### config.mk
export PLATFORM = sky130hd
export DESIGN_NAME = cmdp_ctrl
export DESIGN_NICKNAME = d
export VERILOG_FILES = /design/src/design/cmdp_pkg.sv /design/src/design/cmdp_ctrl.sv
export SDC_FILE = /design/constraint.sdc
export NUM_CORES = 1
export LEC_CHECK = 0
export CORE_AREA = 2 2 39 41
export DETAILED_ROUTE_END_ITERATION = 16
export DIE_AREA = 0 0 41 43
export DONT_BUFFER_PORTS = 1
export SYNTH_ARGS = -nofsm -noshare
export SYNTH_HDL_FRONTEND = slang
export SYNTH_SLANG_ARGS = --single-unit
### constraint.sdc
create_clock -name clk -period 1.5 [get_ports clk]
set_input_delay 0.45 -clock clk [delete_from_list [all_inputs] [get_ports clk]]
set_output_delay 0.45 -clock clk [all_outputs]
set_load 0.01 [all_outputs]
### src/design/cmdp_pkg.sv
// Shared constants, codes and command/status types for the cache diagnostic port.
package cmdp_pkg;

    localparam int STORE_BYTES = 65536;
    localparam int LINE_BYTES  = 8;

    localparam int ADDR_W     = $clog2(STORE_BYTES);
    localparam int LINE_SH    = $clog2(LINE_BYTES);
    localparam int LINE_COUNT = STORE_BYTES / LINE_BYTES;
    localparam int LINE_W     = ADDR_W - LINE_SH;

    // valid bits are kept 32 to a row so the clear sweep goes a row per cycle
    localparam int VROW_BITS = 32;
    localparam int VROW_SH   = $clog2(VROW_BITS);
    localparam int VROWS     = LINE_COUNT / VROW_BITS;
    localparam int VROW_W    = $clog2(VROWS);

    localparam int NBANK      = 4;
    localparam int BANK_DEPTH = STORE_BYTES / NBANK;

    localparam logic [1:0] KIND_CACHE_RD = 2'd0;
    localparam logic [1:0] KIND_STORE_WR = 2'd1;
    localparam logic [1:0] KIND_REG_RD   = 2'd2;
    localparam logic [1:0] KIND_REG_WR   = 2'd3;

    localparam logic [1:0] SIZE_BYTE = 2'd0;
    localparam logic [1:0] SIZE_WORD = 2'd1;

    localparam logic [15:0] REG_SPLIT = 16'd0;
    localparam logic [15:0] REG_CTRL  = 16'd1;
    localparam logic [15:0] REG_DIAG  = 16'd2;

    localparam logic [7:0] CTRL_RESET     = 8'h02;
    localparam logic [7:0] DIAG_MISS      = 8'h80;
    localparam logic [7:0] DIAG_WR_MASK   = 8'h77;
    localparam logic [7:0] DIAG_MODE_MASK = 8'h21;
    localparam logic [7:0] DIAG_MODE_WIN  = 8'h20;
    localparam logic [7:0] DIAG_MODE_CLR  = 8'h01;
    localparam logic [7:0] CTRL_WIN_EN    = 8'h10;
    localparam logic [7:0] REG_UNKNOWN    = 8'hFF;

    typedef struct packed {
        logic accept;
        logic exec;
        logic clear_step;
    } cmd_t;

    typedef struct packed {
        logic clear_req;
        logic clear_done;
    } sts_t;

endpackage

### src/design/cmdp_ctrl.sv
// Controller: accept / execute / valid-clear sequencing and output handshake.
module cmdp_ctrl (
    input  logic          clk,
    input  logic          rst_n,
    input  logic          in_valid,
    output logic          in_ready,
    output logic          out_valid,
    input  logic          out_ready,
    input  cmdp_pkg::sts_t sts,
    output cmdp_pkg::cmd_t cmd
);
    import cmdp_pkg::*;

    localparam logic [1:0] ST_IDLE  = 2'd0;
    localparam logic [1:0] ST_EXEC  = 2'd1;
    localparam logic [1:0] ST_CLEAR = 2'd2;

    logic [1:0] state_reg, state_next;
    logic       out_valid_reg, out_valid_next;
    logic       slot_free;

    assign slot_free = !out_valid_reg || out_ready;
    assign in_ready  = (state_reg == ST_IDLE) && slot_free;
    assign out_valid = out_valid_reg;

    assign cmd.accept     = in_valid && in_ready;
    assign cmd.exec       = (state_reg == ST_EXEC) && slot_free;
    assign cmd.clear_step = (state_reg == ST_CLEAR);

    always_comb
    begin
        state_next = state_reg;
        case (state_reg)
            ST_IDLE:
            begin
                if (cmd.accept)
                    state_next = ST_EXEC;
            end
            ST_EXEC:
            begin
                if (cmd.exec)
                    state_next = sts.clear_req ? ST_CLEAR : ST_IDLE;
            end
            ST_CLEAR:
            begin
                if (sts.clear_done)
                    state_next = ST_IDLE;
            end
            default:
            begin
                state_next = ST_IDLE;
            end
        endcase
    end

    always_comb
    begin
        if (cmd.exec)
            out_valid_next = 1'b1;
        else if (out_ready)
            out_valid_next = 1'b0;
        else
            out_valid_next = out_valid_reg;
    end

    always_ff @(posedge clk or negedge rst_n)
    begin
        if (!rst_n)
        begin
            state_reg     <= ST_CLEAR;
            out_valid_reg <= 1'b0;
        end
        else
        begin
            state_reg     <= state_next;
            out_valid_reg <= out_valid_next;
        end
    end

    a_accept_to_exec: assert property (@(posedge clk) disable iff (!rst_n)
        cmd.accept |=> state_reg == ST_EXEC)
        else $error("accepted word did not enter execute");

    a_exec_delivers: assert property (@(posedge clk) disable iff (!rst_n)
        cmd.exec && !sts.clear_req |=> state_reg == ST_IDLE && out_valid_reg)
        else $error("executed word not presented");

    a_clear_holds: assert property (@(posedge clk) disable iff (!rst_n)
        state_reg == ST_CLEAR && !sts.clear_done |=> state_reg == ST_CLEAR && !in_ready)
        else $error("valid clear sweep cut short");

    a_stall_waits: assert property (@(posedge clk) disable iff (!rst_n)
        state_reg == ST_EXEC && out_valid_reg && !out_ready |=> state_reg == ST_EXEC)
        else $error("execute overran a stalled output");

endmodule

**Word level (Yosys, flattened, before mapping)**

Cells that the tools add are included.

- Bits in latches: 0
- Bits of input ports: 6
- Register bits after elaboration: 3
- Output and inout port bits: 5
- Memory bits (read-only): 0
- Memories: 0
- RAM bits: 0

- Magnitude comparators: 0
- Bitwise operators: 0
- Shift operators: 0
- Muxes and demuxes: 7
- Equality and inequality tests: 5
- Divide/modulo/power cells: 0
- Reductions and logical operators: 8
- Add/subtract/negate cells: 0
- Multipliers: 0

Operator list:

| kind | count |
|---|---|
| $mux W2 | 4 |
| $ne A2 B2 Y1 const B | 3 |
| $pmux W2 S3 | 1 |
| $logic_and A1 B1 Y1 | 3 |
| $reduce_and A3 Y1 | 1 |
| $eq A2 B1 Y1 const B | 1 |
| $eq A2 B2 Y1 const B | 1 |
| $logic_not A2 Y1 | 1 |
| $mux W1 | 2 |
| $reduce_bool A2 Y1 | 1 |
| $logic_not A1 Y1 | 1 |
| $logic_or A1 B1 Y1 | 1 |

**Logic depth before layout (Yosys ltp)**

- Word-level depth: 6
- Gate-level depth with buffers: 3

**Worst setup path before layout**

Ideal clock, no wire load.

- Path kind: register -> output
- Start: register out_valid_reg, in the netlist out_valid
- End: output port cmd[2] (netlist bit)
- Arrival: 0.948 ns
- Data required time: 1.050 ns
- Buffers on the path: 0
- Cell stages (with the launch flop): 4
- Slack: 0.102 ns
- Cells stage by stage: dfrtp_1 -> nor2b_4 -> nor3_2 -> and2_1

RTL lines:

| item | line | RTL |
|---|---|---|
| from (decl) | cmdp_ctrl.sv:19 | `logic out_valid_reg, out_valid_next;` |
| from (signal assigned) | cmdp_ctrl.sv:76 | `out_valid_reg <= out_valid_next;` |
| to (decl) | cmdp_ctrl.sv:10 | `output cmdp_pkg::cmd_t cmd` |

==> impl_results.html <==
<table>
<tr><th>Metric</th><th>Value</th></tr>
<tr><th colspan="2">Setup path</th></tr>
<tr><td>Slowest stage delay, CP</td><td>370 ps</td></tr>
<tr><td>Capture point of the worst path</td><td>cmd[2]</td></tr>
<tr><td>Setup crit start kind</td><td>flop</td></tr>
<tr><td>Top cell family by delay on the critical path</td><td>simple AND/OR/NAND/NOR gates</td></tr>
<tr><td>Worst endpoint required time</td><td>1050 ps</td></tr>
<tr><td>Launch point of the worst reg-to-reg path</td><td>state_reg[1]</td></tr>
<tr><td>Type of the setup path with the least slack</td><td>reg2out</td></tr>
<tr><td>Launch point of the critical path</td><td>out_valid</td></tr>
<tr><td>CP max stage cell</td><td>sky130_fd_sc_hd__dfrtp_1</td></tr>
<tr><td>Number of cells on the critical path</td><td>3</td></tr>
<tr><td>Sum of buffers and inverters on the critical path</td><td>0</td></tr>
<tr><td>Setup slack of the most critical reg-to-reg path</td><td>about 430 ps</td></tr>
<tr><td>Destination of the worst register-to-register timing path</td><td>state_reg[1]</td></tr>
<tr><td>Category of the worst setup path capture point</td><td>output port</td></tr>
<tr><td>Critical path arrival</td><td>around 1000 ps</td></tr>
<tr><td>Number of cell instances on the worst register-to-register path</td><td>3</td></tr>
<tr><td>Cells traversed along the worst timing path</td><td>nor2b_4 &gt; nor3_4 &gt; and2_4</td></tr>
<tr><td>Critical Path Fanout Max</td><td>3</td></tr>
<tr><th colspan="2">Synth</th></tr>
<tr><td>Seq cells post-synth</td><td>3</td></tr>
<tr><td>Yosys warns</td><td>0</td></tr>
<tr><td>Net Count, Synth</td><td>24</td></tr>
<tr><td>Netlist area before placement</td><td>about 180 um^2</td></tr>
<tr><td>Async S/R FF share, synth</td><td>100%</td></tr>
<tr><td>Synth Flop Type</td><td>sky130_fd_sc_hd__dfrtp_1</td></tr>
<tr><td>Number of flops mapped to enable cells by yosys</td><td>0</td></tr>
<tr><td>Number of distinct library cells after synthesis</td><td>15</td></tr>
<tr><td>Cell types with the highest counts after synthesis</td><td>sky130_fd_sc_hd__dfrtp_1, sky130_fd_sc_hd__inv_1, sky130_fd_sc_hd__nor2b_4</td></tr>
<tr><td>Leading area contributor after synthesis</td><td>sky130_fd_sc_hd__dfrtp_1</td></tr>
<tr><td>Synth area leaders</td><td>sky130_fd_sc_hd__dfrtp_1, sky130_fd_sc_hd__nor2b_4, sky130_fd_sc_hd__dfstp_2, sky130_fd_sc_hd__a32o_1, sky130_fd_sc_hd__nor3_2</td></tr>
<tr><td>Average cell area after synthesis</td><td>between 10 and 15 um^2</td></tr>
<tr><td>Area fraction of the dominant cell type after synthesis</td><td>between 20% and 30%</td></tr>
<tr><td>Gate count after technology mapping</td><td>18</td></tr>
<tr><td>Proportion of synthesized chip area in sequential cells</td><td>roughly two fifths</td></tr>
<tr><th colspan="2">Global route</th></tr>
<tr><td>GR Layer Usage met2</td><td>7.81%</td></tr>
<tr><td>Gr usage total</td><td>under 10%</td></tr>
<tr><td>Largest net degree at the start of global routing</td><td>7</td></tr>
<tr><td>Routing layer with the top usage in global route</td><td>met4</td></tr>
<tr><td>Remaining Overflow, GRT</td><td>0</td></tr>
<tr><td>GR met1 Demand/Resource</td><td>5.52%</td></tr>
<tr><td>Met3 Usage GRT</td><td>approximately 3.7%</td></tr>
<tr><td>Initial antenna violation count</td><td>0</td></tr>
<tr><td>Global-route wire length before repair</td><td>approximately 650 um</td></tr>
<tr><td>Via count of the first global-routing pass</td><td>173</td></tr>
<tr><th colspan="2">Routing</th></tr>
<tr><td>Total number of vias</td><td>163</td></tr>
<tr><td>Total length of routed wires</td><td>405 um</td></tr>
<tr><td>Vias per Instance</td><td>~3.7</td></tr>
<tr><td>Average wire per standard cell</td><td>9.20 um</td></tr>
<tr><td>Final routed DRC violation total</td><td>0</td></tr>
<tr><td>ANT nets after route</td><td>0</td></tr>
<tr><td>Initial DRT Pass Iterations</td><td>1</td></tr>
<tr><td>Initial DRC count</td><td>0</td></tr>
<tr><th colspan="2">Placement</th></tr>
<tr><td>Instance area after placement</td><td>roughly 220 um^2</td></tr>
<tr><td>Weighted congestion reported at the end of routability-driven placement</td><td>0.636</td></tr>
<tr><td>Cell count after placement</td><td>36</td></tr>
<tr><td>Final HPWL DP</td><td>a little over 300 um</td></tr>
<tr><td>Port-buffer cells</td><td>0</td></tr>
<tr><th colspan="2">Clock network</th></tr>
<tr><td>Clock Latency Late Sink</td><td>around 230 ps</td></tr>
<tr><td>CTS tree</td><td>yes</td></tr>
<tr><td>Number of CTS-inserted buffers</td><td>3</td></tr>
<tr><td>Clock tree root buffer cell</td><td>sky130_fd_sc_hd__clkbuf_4</td></tr>
<tr><td>Clk buf depth</td><td>2</td></tr>
<tr><td>Clock transition time at the flip-flop clock pins of the worst setup and hold paths</td><td>around 40 ps</td></tr>
<tr><td>Clock Sinks</td><td>3</td></tr>
<tr><td>H-tree lvl count</td><td>1</td></tr>
<tr><th colspan="2">Pwr</th></tr>
<tr><td>Ratio of total power to cell area</td><td>2320 nW/um^2</td></tr>
<tr><td>Largest vdd supply drop</td><td>about 0.41 mV</td></tr>
<tr><td>Leakage power total</td><td>0.127 nW</td></tr>
<tr><td>Power consumption</td><td>0.677 mW</td></tr>
<tr><th colspan="2">Floorplanning</th></tr>
<tr><td>Placeable core region</td><td>1380 um^2</td></tr>
<tr><td>Starting utilization of the core area</td><td>13.2%</td></tr>
<tr><td>Die ar.</td><td>~1800 um^2</td></tr>
<tr><td>Die X-Extent</td><td>41 um</td></tr>
<tr><td>Number of top-level design ports</td><td>11</td></tr>
<tr><td>Chip height</td><td>about 43 um</td></tr>
<tr><td>Number of core rows</td><td>14</td></tr>
<tr><th colspan="2">STA</th></tr>
<tr><td>Number of pins exceeding their max-slew limit in the final report</td><td>0</td></tr>
<tr><td>Upper clock frequency limit</td><td>between 600 and 700 MHz</td></tr>
<tr><td>Setup violations, final</td><td>0</td></tr>
<tr><td>Minimum clock period</td><td>approximately 1500 ps</td></tr>
<tr><td>Final worst-path cycle share</td><td>98.9%</td></tr>
<tr><td>Slew of the pin with the lowest slew margin</td><td>~140 ps</td></tr>
<tr><td>Endpoints failing hold</td><td>0</td></tr>
<tr><td>Worst clock skew</td><td>1.31 ps</td></tr>
<tr><td>RSZ-0062 raised after global routing</td><td>yes</td></tr>
<tr><td>Worst slew margin relative to its limit</td><td>roughly 90%</td></tr>
<tr><th colspan="2">Job</th></tr>
<tr><td>Number of max-cap violations</td><td>0</td></tr>
<tr><th colspan="2">Min path</th></tr>
<tr><td>Class of the tightest hold or removal check</td><td>in2async</td></tr>
<tr><th colspan="2">Finish</th></tr>
<tr><td>Share of cells above drive strength 1</td><td>64.3%</td></tr>
<tr><td>Area growth, synth to finish</td><td>59.6%</td></tr>
<tr><td>Antenna diode count</td><td>0</td></tr>
<tr><td>Total non-filler cell area in the finished layout</td><td>292 um^2</td></tr>
<tr><td>Number of flip-flops in the largest register</td><td>2</td></tr>
<tr><td>Number of fillers in the final layout</td><td>162</td></tr>
<tr><td>NumNets Final</td><td>35</td></tr>
<tr><td>Non-filler cells in the finished layout</td><td>44</td></tr>
<tr><th colspan="2">Status</th></tr>
<tr><td>Run status</td><td>finished clean</td></tr>
</table>
-- worst min path at each step --
stage / start / endpoint / slack (ps) / cells past startpoint
floorplan: rst_n / out_valid / 150 / 0
global placement: rst_n / state_reg[0] / 150 / 0
detailed placement: rst_n / state_reg[0] / 150 / 0
CTS: rst_n / state_reg[1] / 50 / 0
global route: rst_n / state_reg[1] / 50 / 0
finish: rst_n / state_reg[1] / 60 / 0
-- where the power goes --
part	internal [mW]	switching [mW]	leakage, nW	total [mW]
combinational	0.206	0.145	0.0775	0.351
clock	0.0997	0.0421	0.0150	0.142
sequential	0.132	0.0523	0.0341	0.184
-- cells in the final DEF, fill, tap and decap left out --
cell,instances
sky130_fd_sc_hd__inv_1,1
sky130_fd_sc_hd__or2b_1,1
sky130_fd_sc_hd__nor3_2,1
sky130_fd_sc_hd__clkbuf_1,1
sky130_fd_sc_hd__nor2_2,1
sky130_fd_sc_hd__nand2_1,1
sky130_fd_sc_hd__nor3_4,1
sky130_fd_sc_hd__a32o_1,1
sky130_fd_sc_hd__clkbuf_4,3
sky130_fd_sc_hd__nor2b_4,2
sky130_fd_sc_hd__a21oi_1,1
sky130_fd_sc_hd__dfstp_2,1
sky130_fd_sc_hd__dfrtp_1,1
sky130_fd_sc_hd__inv_2,1
sky130_fd_sc_hd__and2_4,1
sky130_fd_sc_hd__o21ai_0,1
sky130_fd_sc_hd__dfrtp_2,1
sky130_fd_sc_hd__nand3_1,1
sky130_fd_sc_hd__dlygate4sd3_1,1
sky130_fd_sc_hd__buf_4,6
-- worst reg2reg max path, stage by stage, from the launching register on --
cell	delay, ps
sky130_fd_sc_hd__dfstp_2	590
sky130_fd_sc_hd__buf_4	130
sky130_fd_sc_hd__nor2_2	30
sky130_fd_sc_hd__a32o_1	240
-- cell families after synthesis --
| group | count (synthesis) | synth area share (%) |
|---|---|---|
| buffers and inverters | 3 | 8.22 |
| AO/OA/AOI/OAI | 3 | 11.0 |
| flip-flops | 3 | 41.8 |
| AND/OR/NAND/NOR | 9 | 39.0 |
-- per-layer routing --
metal	routed length, um	part of all wire (%)
met1	123	30
met2	218	54
met3	45	11
met4	19	4.7
met5	0	0
-- per-stage QoR --
step / TNS [ps] / hold WS, ps / util (%) / worst slack [ps]
6_report: 0 / 61.0 / 21.1 / 15.8
5_1_grt: -165 / 45.1 / 21.1 / -72.2
4_1_cts: -39.1 / 50.0 / 19.7 / -32.1
3_5_place_dp: 0 / 155 / 15.7 / 160
3_3_place_gp: 0 / 155 / 15.7 / 184
2_1_floorplan: 0 / 154 / - / 102
-- cell type report --
class                           count  area, um^2  area share (%)
Timing Repair Buffer                7        55.1            18.9
Clock buffer                        4        26.3            9.01
Inverter                            2        7.51            2.58
Sequential cell                     3        77.6            26.6
Tap cell                           16        20.0            6.87
Multi-Input combinational cell     12         105            36.1
-- what timing repair did --
action / CTS / global route
hold endpoints to repair: 2 / 0
gates cloned: 0 / 0
endpoints found under the setup margin: 3 / 4
gates resized for setup: 2 / 3
hold buffers: 1 / 0
pin swaps: 0 / 1
setup buffers: 2 / 1
Power figures use the tool's default switching activity.
